## src/design/midi_host_port_with_rx_ring_top_macros.svh

```systemverilog
// ----------------------------------------------------------------------------
// MIDI host port assertion macros
// Shared assertion macros. They expand to nothing in synthesis builds.
// ----------------------------------------------------------------------------
`ifndef MIDI_HOST_PORT_WITH_RX_RING_TOP_MACROS_SVH
`define MIDI_HOST_PORT_WITH_RX_RING_TOP_MACROS_SVH
`ifndef SYNTHESIS
// Same-cycle implication, disabled during reset.
`define MHP_ASSERT_IMPLY(label, clk, rst, ante, cons) \
   label: assert property (@(posedge clk) disable iff (rst) (ante) |-> (cons)) \
      else $error("assertion failed: same-cycle implication");
// Next-cycle implication, disabled during reset.
`define MHP_ASSERT_NEXT(label, clk, rst, ante, cons) \
   label: assert property (@(posedge clk) disable iff (rst) (ante) |=> (cons)) \
      else $error("assertion failed: next-cycle implication");
`else
`define MHP_ASSERT_IMPLY(label, clk, rst, ante, cons)
`define MHP_ASSERT_NEXT(label, clk, rst, ante, cons)
`endif
`endif

```

## src/design/mhp_pkg.sv

```systemverilog
// ----------------------------------------------------------------------------
// MIDI host port package
// Shared types, codes and constants of the MIDI host port with receive ring.
// ----------------------------------------------------------------------------
package mhp_pkg;

   localparam int BYTE_W         = 8;
   localparam int OP_W           = 2;
   localparam int CSR_INDEX_W    = 2;
   localparam int CSR_DATA_W     = 1;
   localparam int RING_DEPTH_DEF = 256;

   // Event codes carried in the operation field.
   typedef enum logic [OP_W-1:0] {
      OP_DATA_READ   = 2'd0,
      OP_STATUS_READ = 2'd1,
      OP_HOST_WRITE  = 2'd2,
      OP_MIDI_RX     = 2'd3
   } op_type;

   // Configuration register indexes.
   typedef enum logic [CSR_INDEX_W-1:0] {
      CSR_HOST_TO_MIDI_OUT = 2'd0,
      CSR_HOST_TO_AUX      = 2'd1,
      CSR_RX_TO_MIDI_OUT   = 2'd2,
      CSR_RX_TO_AUX        = 2'd3
   } csr_index_type;

   // Back end sequencer states.
   typedef enum logic {
      BK_EXEC = 1'b0,
      BK_READ_WAIT = 1'b1
   } back_state_type;

   // One classified event as held in the queue.
   typedef struct packed {
      op_type                 op;
      logic [BYTE_W-1:0]      data;
   } item_type;

   // Transmitter routing controls.
   typedef struct packed {
      logic host_to_midi_out;
      logic host_to_aux;
      logic rx_to_midi_out;
      logic rx_to_aux;
   } route_type;

   // Receive ring status seen by the top level.
   typedef struct packed {
      logic              avail;
      logic              ptr_match;
      logic [BYTE_W-1:0] cur_byte;
   } ring_status_type;

endpackage

```

## src/design/mhp_ram.sv

```systemverilog
// ----------------------------------------------------------------------------
// MIDI host port generic RAM
// Single write port, single read port, registered read data.
// ----------------------------------------------------------------------------
module mhp_ram #(
   parameter int WIDTH = 8,
   parameter int DEPTH = 256
) (
   input  logic                     clock,
   input  logic                     wr_en,
   input  logic [$clog2(DEPTH)-1:0] wr_addr,
   input  logic [WIDTH-1:0]         wr_data,
   input  logic                     rd_en,
   input  logic [$clog2(DEPTH)-1:0] rd_addr,
   output logic [WIDTH-1:0]         rd_data
);

   logic [WIDTH-1:0] mem_ff [DEPTH];
   logic [WIDTH-1:0] rd_data_ff;

   // Write port.
   always_ff @(posedge clock) begin
      if (wr_en) begin
         mem_ff[wr_addr] <= wr_data;
      end
   end

   // Registered read port; data holds while no read is issued.
   always_ff @(posedge clock) begin
      if (rd_en) begin
         rd_data_ff <= mem_ff[rd_addr];
      end
   end

   assign rd_data = rd_data_ff;

endmodule

```

## src/design/mhp_front.sv

```systemverilog
// ----------------------------------------------------------------------------
// MIDI host port front end
// Accepts request transfers, decodes the event code and queues the event
// in a two-entry queue for the back end.
// ----------------------------------------------------------------------------
module mhp_front (
   input  logic                      clock,
   input  logic                      reset,
   input  logic                      req_valid,
   output logic                      req_ready,
   input  logic [mhp_pkg::OP_W-1:0]  req_operation,
   input  logic [mhp_pkg::BYTE_W-1:0] req_byte_in,
   output logic                      head_valid,
   output mhp_pkg::item_type         head_item,
   input  logic                      head_pop
);

   mhp_pkg::item_type q_ff [2];
   logic              wr_ptr_ff, wr_ptr_in;
   logic              rd_ptr_ff, rd_ptr_in;
   logic [1:0]        count_ff, count_in;
   logic              push;
   logic              pop;
   mhp_pkg::item_type new_item;

   // Classify the incoming event.
   always_comb begin
      new_item.op   = mhp_pkg::op_type'(req_operation);
      new_item.data = req_byte_in;
   end

   assign req_ready  = (count_ff != 2'd2);
   assign push       = req_valid && req_ready;
   assign head_valid = (count_ff != 2'd0);
   assign pop        = head_pop && head_valid;
   assign head_item  = q_ff[rd_ptr_ff];

   // Queue pointer and occupancy update.
   always_comb begin
      wr_ptr_in = push ? ~wr_ptr_ff : wr_ptr_ff;
      rd_ptr_in = pop ? ~rd_ptr_ff : rd_ptr_ff;
      count_in  = count_ff;
      if (push && !pop) begin
         count_in = count_ff + 2'd1;
      end else if (pop && !push) begin
         count_in = count_ff - 2'd1;
      end
   end

   always_ff @(posedge clock) begin
      if (reset) begin
         wr_ptr_ff <= 1'b0;
         rd_ptr_ff <= 1'b0;
         count_ff  <= 2'd0;
      end else begin
         wr_ptr_ff <= wr_ptr_in;
         rd_ptr_ff <= rd_ptr_in;
         count_ff  <= count_in;
      end
   end

   // Queue storage.
   always_ff @(posedge clock) begin
      if (push) begin
         q_ff[wr_ptr_ff] <= new_item;
      end
   end

endmodule

```

## src/design/mhp_back.sv

```systemverilog
// ----------------------------------------------------------------------------
// MIDI host port back end
// Carries out queued events against the receive ring and drives the
// response register.
// ----------------------------------------------------------------------------
module mhp_back #(
   parameter int RING_DEPTH = mhp_pkg::RING_DEPTH_DEF
) (
   input  logic                        clock,
   input  logic                        reset,
   input  logic                        head_valid,
   input  mhp_pkg::item_type           head_item,
   output logic                        head_pop,
   input  mhp_pkg::route_type          route,
   output mhp_pkg::ring_status_type    status,
   output logic                        rsp_valid,
   input  logic                        rsp_ready,
   output logic [mhp_pkg::BYTE_W-1:0]  rsp_read_value,
   output logic                        rsp_midi_out_valid,
   output logic [mhp_pkg::BYTE_W-1:0]  rsp_midi_out_byte,
   output logic                        rsp_aux_valid,
   output logic [mhp_pkg::BYTE_W-1:0]  rsp_aux_byte
);

   localparam int PTR_W = $clog2(RING_DEPTH);
   localparam logic [PTR_W-1:0] PTR_LAST = PTR_W'(RING_DEPTH - 1);

   mhp_pkg::back_state_type     state_ff, state_in;
   logic [PTR_W-1:0]            rp_ff, rp_in;
   logic [PTR_W-1:0]            wp_ff, wp_in;
   logic                        avail_ff, avail_in;
   logic [mhp_pkg::BYTE_W-1:0]  cur_ff, cur_in;
   logic                        is_data_ff, is_data_in;

   logic                        rsp_valid_ff, rsp_valid_in;
   logic [mhp_pkg::BYTE_W-1:0]  rv_ff, rv_in;
   logic                        mo_v_ff, mo_v_in;
   logic [mhp_pkg::BYTE_W-1:0]  mo_b_ff, mo_b_in;
   logic                        ax_v_ff, ax_v_in;
   logic [mhp_pkg::BYTE_W-1:0]  ax_b_ff, ax_b_in;

   logic                        out_free;
   logic                        load_out;
   logic                        ram_wr_en;
   logic                        ram_rd_en;
   logic [PTR_W-1:0]            ram_rd_addr;
   logic [mhp_pkg::BYTE_W-1:0]  ram_rd_data;
   logic [PTR_W-1:0]            rp_step;

   // Receive ring storage.
   mhp_ram #(
      .WIDTH (mhp_pkg::BYTE_W),
      .DEPTH (RING_DEPTH)
   ) u_ring (
      .clock   (clock),
      .wr_en   (ram_wr_en),
      .wr_addr (wp_ff),
      .wr_data (head_item.data),
      .rd_en   (ram_rd_en),
      .rd_addr (ram_rd_addr),
      .rd_data (ram_rd_data)
   );

   assign out_free = !rsp_valid_ff || rsp_ready;
   assign rp_step  = (rp_ff == PTR_LAST) ? '0 : rp_ff + 1'b1;

   // Sequencer: next state, ring updates and response payload.
   always_comb begin
      state_in    = state_ff;
      rp_in       = rp_ff;
      wp_in       = wp_ff;
      avail_in    = avail_ff;
      cur_in      = cur_ff;
      is_data_in  = is_data_ff;
      head_pop    = 1'b0;
      ram_wr_en   = 1'b0;
      ram_rd_en   = 1'b0;
      ram_rd_addr = rp_ff;
      load_out    = 1'b0;
      rv_in       = rv_ff;
      mo_v_in     = mo_v_ff;
      mo_b_in     = mo_b_ff;
      ax_v_in     = ax_v_ff;
      ax_b_in     = ax_b_ff;

      case (state_ff)
         mhp_pkg::BK_EXEC: begin
            if (head_valid) begin
               case (head_item.op)
                  mhp_pkg::OP_DATA_READ: begin
                     // Step past the delivered byte and fetch the next one.
                     head_pop   = 1'b1;
                     is_data_in = 1'b1;
                     if (avail_ff) begin
                        rp_in    = rp_step;
                        avail_in = (rp_step != wp_ff);
                     end
                     ram_rd_en   = 1'b1;
                     ram_rd_addr = rp_in;
                     state_in    = mhp_pkg::BK_READ_WAIT;
                  end
                  mhp_pkg::OP_STATUS_READ: begin
                     head_pop    = 1'b1;
                     is_data_in  = 1'b0;
                     ram_rd_en   = 1'b1;
                     ram_rd_addr = rp_ff;
                     state_in    = mhp_pkg::BK_READ_WAIT;
                  end
                  mhp_pkg::OP_HOST_WRITE: begin
                     if (out_free) begin
                        head_pop = 1'b1;
                        load_out = 1'b1;
                        rv_in    = '0;
                        mo_v_in  = route.host_to_midi_out;
                        mo_b_in  = route.host_to_midi_out ? head_item.data : '0;
                        ax_v_in  = route.host_to_aux;
                        ax_b_in  = route.host_to_aux ? head_item.data : '0;
                     end
                  end
                  default: begin
                     // Received byte: store, advance, echo as routed.
                     if (out_free) begin
                        head_pop  = 1'b1;
                        load_out  = 1'b1;
                        ram_wr_en = 1'b1;
                        wp_in     = (wp_ff == PTR_LAST) ? '0 : wp_ff + 1'b1;
                        avail_in  = 1'b1;
                        rv_in     = '0;
                        mo_v_in   = route.rx_to_midi_out;
                        mo_b_in   = route.rx_to_midi_out ? head_item.data : '0;
                        ax_v_in   = route.rx_to_aux;
                        ax_b_in   = route.rx_to_aux ? head_item.data : '0;
                     end
                  end
               endcase
            end
         end
         mhp_pkg::BK_READ_WAIT: begin
            // Ring data has arrived; finish the read once the response
            // register can take it.
            if (out_free) begin
               load_out = 1'b1;
               mo_v_in  = 1'b0;
               mo_b_in  = '0;
               ax_v_in  = 1'b0;
               ax_b_in  = '0;
               if (is_data_ff) begin
                  rv_in  = cur_ff;
                  cur_in = avail_ff ? ram_rd_data : '0;
               end else begin
                  rv_in  = {{(mhp_pkg::BYTE_W-1){1'b0}}, avail_ff};
                  cur_in = avail_ff ? ram_rd_data : cur_ff;
               end
               state_in = mhp_pkg::BK_EXEC;
            end
         end
         default: begin
            state_in = mhp_pkg::BK_EXEC;
         end
      endcase

      rsp_valid_in = load_out ? 1'b1 : (rsp_valid_ff && !rsp_ready);
   end

   // Control and ring state registers.
   always_ff @(posedge clock) begin
      if (reset) begin
         state_ff     <= mhp_pkg::BK_EXEC;
         rp_ff        <= '0;
         wp_ff        <= '0;
         avail_ff     <= 1'b0;
         cur_ff       <= '0;
         is_data_ff   <= 1'b0;
         rsp_valid_ff <= 1'b0;
      end else begin
         state_ff     <= state_in;
         rp_ff        <= rp_in;
         wp_ff        <= wp_in;
         avail_ff     <= avail_in;
         cur_ff       <= cur_in;
         is_data_ff   <= is_data_in;
         rsp_valid_ff <= rsp_valid_in;
      end
   end

   // Response payload register.
   always_ff @(posedge clock) begin
      if (load_out) begin
         rv_ff   <= rv_in;
         mo_v_ff <= mo_v_in;
         mo_b_ff <= mo_b_in;
         ax_v_ff <= ax_v_in;
         ax_b_ff <= ax_b_in;
      end
   end

   assign rsp_valid          = rsp_valid_ff;
   assign rsp_read_value     = rv_ff;
   assign rsp_midi_out_valid = mo_v_ff;
   assign rsp_midi_out_byte  = mo_b_ff;
   assign rsp_aux_valid      = ax_v_ff;
   assign rsp_aux_byte       = ax_b_ff;

   assign status.avail     = avail_ff;
   assign status.ptr_match = (rp_ff == wp_ff);
   assign status.cur_byte  = cur_ff;

endmodule

```

## src/design/midi_host_port_with_rx_ring_top.sv

```systemverilog
// ----------------------------------------------------------------------------
// MIDI host port with receive ring
// Host bus MIDI interface: received bytes go to a ring, host reads drain it,
// host writes and received bytes are routed to the two transmitters.
// ----------------------------------------------------------------------------
// Channel   Direction  Handshake              Payload
// req       in         req_valid/req_ready    req_operation, req_byte_in
// rsp       out        rsp_valid/rsp_ready    read value, two transmitter bytes
// csr       in         csr_write_en           csr_index, csr_wdata
//
// A host write or a received byte is done in the execute state; a data or
// status read also passes the read-wait state, as the ring read is registered.
// A two-entry queue sits between the front and back ends. The back end stalls
// while the response register still holds a result that has not been taken;
// a read may issue its ring access first and then waits for the register.
// Reset is synchronous; the ring contents are not cleared and need no pass.
// ----------------------------------------------------------------------------
`include "midi_host_port_with_rx_ring_top_macros.svh"

module midi_host_port_with_rx_ring_top #(
   parameter int RING_DEPTH = mhp_pkg::RING_DEPTH_DEF
) (
   input  logic                             clock,
   input  logic                             reset,
   input  logic                             req_valid,
   output logic                             req_ready,
   input  logic [mhp_pkg::OP_W-1:0]         req_operation,
   input  logic [mhp_pkg::BYTE_W-1:0]       req_byte_in,
   output logic                             rsp_valid,
   input  logic                             rsp_ready,
   output logic [mhp_pkg::BYTE_W-1:0]       rsp_read_value,
   output logic                             rsp_midi_out_valid,
   output logic [mhp_pkg::BYTE_W-1:0]       rsp_midi_out_byte,
   output logic                             rsp_aux_valid,
   output logic [mhp_pkg::BYTE_W-1:0]       rsp_aux_byte,
   input  logic                             csr_write_en,
   input  logic [mhp_pkg::CSR_INDEX_W-1:0]  csr_index,
   input  logic [mhp_pkg::CSR_DATA_W-1:0]   csr_wdata
);

   mhp_pkg::route_type       route_ff, route_in;
   mhp_pkg::item_type        head_item;
   mhp_pkg::ring_status_type status;
   logic                     head_valid;
   logic                     head_pop;

   // Routing registers.
   always_comb begin
      route_in = route_ff;
      if (csr_write_en) begin
         case (mhp_pkg::csr_index_type'(csr_index))
            mhp_pkg::CSR_HOST_TO_MIDI_OUT: route_in.host_to_midi_out = csr_wdata[0];
            mhp_pkg::CSR_HOST_TO_AUX:      route_in.host_to_aux      = csr_wdata[0];
            mhp_pkg::CSR_RX_TO_MIDI_OUT:   route_in.rx_to_midi_out   = csr_wdata[0];
            mhp_pkg::CSR_RX_TO_AUX:        route_in.rx_to_aux        = csr_wdata[0];
            default:                       route_in = route_ff;
         endcase
      end
   end

   always_ff @(posedge clock) begin
      if (reset) begin
         route_ff <= '0;
      end else begin
         route_ff <= route_in;
      end
   end

   // Front end: accept and queue.
   mhp_front u_front (
      .clock         (clock),
      .reset         (reset),
      .req_valid     (req_valid),
      .req_ready     (req_ready),
      .req_operation (req_operation),
      .req_byte_in   (req_byte_in),
      .head_valid    (head_valid),
      .head_item     (head_item),
      .head_pop      (head_pop)
   );

   // Back end: ring operations and responses.
   mhp_back #(
      .RING_DEPTH (RING_DEPTH)
   ) u_back (
      .clock              (clock),
      .reset              (reset),
      .head_valid         (head_valid),
      .head_item          (head_item),
      .head_pop           (head_pop),
      .route              (route_ff),
      .status             (status),
      .rsp_valid          (rsp_valid),
      .rsp_ready          (rsp_ready),
      .rsp_read_value     (rsp_read_value),
      .rsp_midi_out_valid (rsp_midi_out_valid),
      .rsp_midi_out_byte  (rsp_midi_out_byte),
      .rsp_aux_valid      (rsp_aux_valid),
      .rsp_aux_byte       (rsp_aux_byte)
   );

   // An empty ring always has its pointers together.
   `MHP_ASSERT_IMPLY(a_empty_ptrs, clock, reset, !status.avail, status.ptr_match)
   // A waiting response keeps its valid and its read value.
   `MHP_ASSERT_NEXT(a_rsp_hold, clock, reset, rsp_valid && !rsp_ready, rsp_valid && $stable(rsp_read_value))
   // An idle transmitter lane carries a zero byte.
   `MHP_ASSERT_IMPLY(a_idle_lanes, clock, reset, rsp_valid,
      (rsp_midi_out_valid || rsp_midi_out_byte == '0) && (rsp_aux_valid || rsp_aux_byte == '0))

endmodule
```

## config.mk

```make
export PLATFORM = sky130hd
export DESIGN_NAME = midi_host_port_with_rx_ring_top
export DESIGN_NICKNAME = d
export VERILOG_FILES = /design/src/design/mhp_pkg.sv /design/src/design/mhp_ram.sv /design/src/design/mhp_front.sv /design/src/design/mhp_back.sv /design/src/design/midi_host_port_with_rx_ring_top.sv
export VERILOG_INCLUDE_DIRS = /design/src /design/src/design
export SDC_FILE = /design/constraint.sdc
export NUM_CORES = 2
export LEC_CHECK = 0
export BUFFER_PORTS_ARGS = -buffer_cell sky130_fd_sc_hd__buf_2
export CORE_MARGIN = 1.5
export CORE_UTILIZATION = 57
export CTS_CLUSTER_DIAMETER = 40
export DETAILED_ROUTE_END_ITERATION = 6
export GPL_ROUTABILITY_DRIVEN = 0
export PLACE_DENSITY = 0.76
export SLEW_MARGIN = 10
export SYNTH_ARGS = -nofsm -noshare
export SYNTH_HDL_FRONTEND = slang
export SYNTH_HIERARCHICAL = 1
export SYNTH_SLANG_ARGS = --single-unit
```

## constraint.sdc

```tcl
create_clock -name clock -period 4.1 [get_ports clock]
set_clock_uncertainty 0.1 [all_clocks]
set_input_delay 0.205 -clock clock [delete_from_list [all_inputs] [get_ports clock]]
set_output_delay 0.205 -clock clock [all_outputs]
set_load 0.1 [all_outputs]
```

# Yosys cells after proc, flatten, opt, wreduce, memory -nomap -nowiden
# Memories as Yosys holds them, arrays and structs flattened. A register that Yosys moved wholly into a read port is not among the register bits.
# Index checks and enable logic that the tools add are counted.
[word_totals] regBits=62 ram_bits=2068 inputBits=18 mem_count=2
[op_classes] add_sub_neg=4 eq_ne=13 n_mux=68 n_bitwise=5 reduce_logical=29
[memory_table] name="u_back.u_ring.mem_ff" words=256 word_bits=8 rd=1 rd_ports_with_merged_regs=1 write_ports=1 line="mhp_ram.sv:18" text="logic [WIDTH-1:0] mem_ff [DEPTH];"
[memory_table] name="u_front.q_ff" words=2 word_bits=10 rd=1 rd_ports_with_merged_regs=1 write_ports=1 line="mhp_front.sv:18" text="mhp_pkg::item_type q_ff [2];"
[op_table] operator="$mux 8" count=24
[op_table] operator="$pmux 8 s2" count=5
[op_table] operator="$mux 1" count=29
[op_table] operator="$add 8x1->8 const B" count=2
[op_table] operator="$eq 8x8->1 const B" count=2
[op_table] operator="$pmux 1 s2" count=8
[op_table] operator="$reduce_bool 2->1" count=5
[op_table] operator="$ne 2x2->1 const B" count=4
[op_table] operator="$ne 8x8->1" count=1
[op_table] operator="$reduce_and 2->1" count=4
[op_table] operator="$reduce_and 4->1" count=2
[op_table] operator="$eq 2x2->1 const B" count=3
[op_table] operator="$reduce_and 3->1" count=2
[op_table] operator="$logic_and 1x1->1" count=5
[op_table] operator="$not 1->1" count=5
[op_table] operator="$reduce_and 5->1" count=1
[op_table] operator="$eq 2x1->1 const B" count=2
[op_table] operator="$logic_not 1->1" count=4
[op_table] operator="$logic_not 2->1" count=2
[op_table] operator="$mux 2" count=2
[op_table] operator="$reduce_or 2->1" count=2
[op_table] operator="$reduce_or 3->1" count=1
[op_table] operator="$add 2x1->2 const B" count=1
[op_table] operator="$ne 2x1->1 const B" count=1
[op_table] operator="other kinds (2)" count=2

# Longest topological paths before layout
[logic_depth] ltp_word=10 ltp_mapped=18

# Cells and area by module
# Netlist, hierarchy kept.
[modules_own_cells] module="mhp_ram" n_inst=1 cells_each=3733 area_each_um2=79636.4
[modules_own_cells] module="mhp_back" n_inst=1 cells_each=259 area_each_um2=2643.8
[modules_own_cells] module="mhp_front" n_inst=1 cells_each=55 area_each_um2=940.9
[modules_own_cells] module="midi_host_port_with_rx_ring_top" n_inst=1 cells_each=17 area_each_um2=183.9

# Least setup slack after synthesis
# Ideal clock, no wire load.
[synth_path] path_type="register to register" from="reg with a tool-made name" to="reg u_back.u_ring.rd_data_ff[2], in the netlist u_back/u_ring/rd_data[2], read port of u_back.u_ring.mem_ff (data pin)" arrival_time_ps=3733 slack_ps=-2 stages_incl_launch_ff=17 path_cell_list="dfxtp_1 > buf_2 > mux2_2 > inv_1 > ha_1 > nand4b_1 > nand2b_1 > o21ai_0 > buf_6 > buf_12 > buf_8 > buf_2 > mux4_2 > a22oi_1 > a21oi_1 > nor4_1 > nor4_2"
[synth_lines] item="end: declaration" line="mhp_ram.sv:19" text="logic [WIDTH-1:0] rd_data_ff;"

==> results by group <==
Status
  • Failing checks: DRC, setup timing
  • Status: complete, but fails checks

Logic synthesis
  • Cells after synthesis: approximately 4000
  • Mapped cell area: around 83000 µm²
  • Syn nets: slightly above 4000
  • Mean Syn Cell Area: between 20 and 25 µm²
  • Yosys warns: 6

CTS
  • Clock Latency Late Sink: ~0.85 ns
  • CTS tree: yes
  • CTS Buffer Depth: 3
  • Clock sink total: about 2100
  • Clock root buffer: clkbuf_16
  • Worst-path clk slew: about 0.060 ns
  • Total CTS buffers: 221
  • H-tree depth: 4

Critical path
  • Crit Path Class: register to register
  • Worst-case reg-to-reg path depth: 17
  • Crit Reg-Reg Endpoint: u_back/u_ring/rd_data[4]
  • CP bufs+invs: 6
  • Crit-path cells: mux2_4 -> inv_4 -> ha_4 -> nand4b_1 -> nand2b_4 -> o21ai_4 -> buf_6 -> buf_12 -> buf_12 -> buf_16 -> mux4_2 -> nor2b_1 -> a211oi_2 -> nor3_2 -> nor4_4 -> buf_4 -> nor4_2
  • CP required: about 4.6 ns
  • Crit-path slowest cell: nor4_4
  • CP peak stage delay: around 0.50 ns
  • Delay-heaviest family, CP: simple AND/OR/NAND/NOR gates
  • Worst Setup End Kind: register
  • Worst EP arrival: ~4.8 ns
  • Cell with the most instances on the worst path: buf_12
  • CP Max Fanout: 7
  • Startpoint Class: register
  • Setup slack, reg-to-reg: -0.25 ns

Floorplanning
  • I/O pin count: 46
  • Core box area: between 100000 and 150000 µm²
  • Die Wd: between 300 and 400 µm
  • Row cnt: 140
  • Die area: around 150000 µm²
  • Chip Height: 385 µm
  • Initial Utilization: 0.573

Hold path
  • Worst hold start: u_back/cur_ff[1]
  • Hold Path Sink: u_back/cur_ff[1]
  • Worst hold path class: register to register
  • Hold Path Cell Cnt: 2

Drt
  • DR WL/cell: approximately 32 µm
  • Post-DRT Antenna Nets: 0
  • Via count: around 45000
  • Total wire length: 215 mm
  • Iter 0 DRT Violations: roughly 7000
  • Routed vias/inst: between 6 and 7
  • Pre-Repair DR Iteration Count: 7
  • # DRC: 5

STA
  • Finish-stage setup viols: 8
  • Final Hold Slack: approximately 0.35 ns
  • Worst slew pin tran: between 1 and 1.5 ns
  • Final min period: approximately 4.3 ns
  • Post-route setup slack: -0.248 ns
  • Max Clock Freq: 230 MHz
  • Final Hold Viols: 0
  • RSZ-0062 raised after global routing: yes
  • Final period util: 1.06
  • Slew headroom: 0.241
  • Max Slew Vio Count: 0

GRT
  • Vias in the first global route: 45200
  • GR Util All Layers: 0.291
  • Largest net degree at the start of global routing: 147
  • First-pass GRT wire length: approximately 310 mm
  • Total gr overflow: 0
  • Antenna violations before repair: 3

Flow run
  • Max-cap violations: 0

Placed design
  • Post-detailed-placement half-perimeter wirelength: 129 mm
  • Dpl cell area: approximately 90000 µm²
  • Place WS: -0.899 ns
  • IO Port Bufs: between 40 and 50

Pwr
  • PwrDens: around 560 nW/µm²
  • Total power draw: around 0.055 W
  • Leak: slightly above 30 nW
  • Worst vdd ir: about 0.00066 V

Cells and area
  • P&R area growth vs syn: 17.2%
  • Cell area after layout: 97600 µm²
  • Layout cells sized above 1: 0.309
  • Final nets: around 4600
==> cell usage in the layout (no fill, tap or decap), drive strengths merged, types with 37 or more instances in the layout <==
master  instances
edfxtp       2102
nor2          302
clkinv         90
mux4          456
o221ai         47
dfxtp          37
nand3          41
mux2i         142
nor2b          43
buf           527
nand2          46
clkbuf        261
a21oi         111
a22oi         133
==> report_power, final <==
group / internal, W / switching [W]
Sequential: 0.0265 / 0.000121
Combinational: 0.00263 / 0.00553
Clock: 0.0113 / 0.00847
Total: 0.0405 / 0.0141
==> area by class of cell <==
type / count / area (µm²)
flip-flops and latches: 2139 / 63900
fillers: 8649 / 47700
multi-input cells: 1656 / 18900
clock buffers: 260 / 5800
repair buffers: 568 / 5240
well taps: 1917 / 2400
clock inverters: 147 / 1400
inverters: 9 / 38.8
diodes: 1 / 2.50
==> worst max path at each step <==
stage	to	cells past startpoint
after floorplan	u_back/u_ring/rd_data[0]	14
after global placement	u_back/u_ring/rd_data[0]	15
after detailed placement	u_back/u_ring/rd_data[4]	16
after CTS	u_back/u_ring/rd_data[0]	15
after global routing	u_back/u_ring/rd_data[4]	18
final	u_back/u_ring/rd_data[4]	17
==> flip-flops by register name (all words and copies together) (netlist names), 2 cells and up, named ones only <==
| register | flops |
|---|---|
| u_back/u_ring/mem_ff | 2048 |
| u_back/cur_ff | 8 |
| u_back/u_ring/rd_data | 8 |
| u_back/rsp_read_value | 8 |
| u_back/rsp_midi_out_byte | 8 |
| u_back/wp_ff | 8 |
| u_front/q_ff | 20 |
| u_back/rsp_aux_byte | 8 |
| u_back/rp_ff | 8 |
| route_ff | 4 |
| u_front/count_ff | 2 |
==> layer usage <==
| metal | track usage | routed length [µm] |
|---|---|---|
| met1 | 0.402 | 77400 |
| met2 | 0.453 | 103000 |
| met3 | 0.0751 | 26600 |
| met4 | 0.109 | 8600 |
| met5 | 0 | 40 |
==> tightest hold or removal path: stages, from the launching register on <==
cell and delay [ns]:
dfxtp_1 0.30, nand2_1 0.05, a21oi_1 0.05
==> through the flow <==
step	setup TNS (ns)	util	cells
6_report	-1.52	0.672	6697
5_1_grt	-2.13	0.672	6696
4_1_cts	-0.805	0.668	6669
3_5_place_dp	-4.90	0.609	6204
3_3_place_gp	-5.25	0.609	6204
2_1_floorplan	0	-	4056
==> repair_timing <==
| action | in CTS | in global routing |
|---|---|---|
| setup buffers | 18 | 26 |
| pin swaps | 27 | 16 |
| hold buffers | 35 | 0 |
| resized for setup | 147 | 50 |
| setup endpoints to repair | 8 | 8 |
| cloned | 7 | 1 |
| hold endpoints to repair | 98 | 0 |
Power figures use the tool's default switching activity.
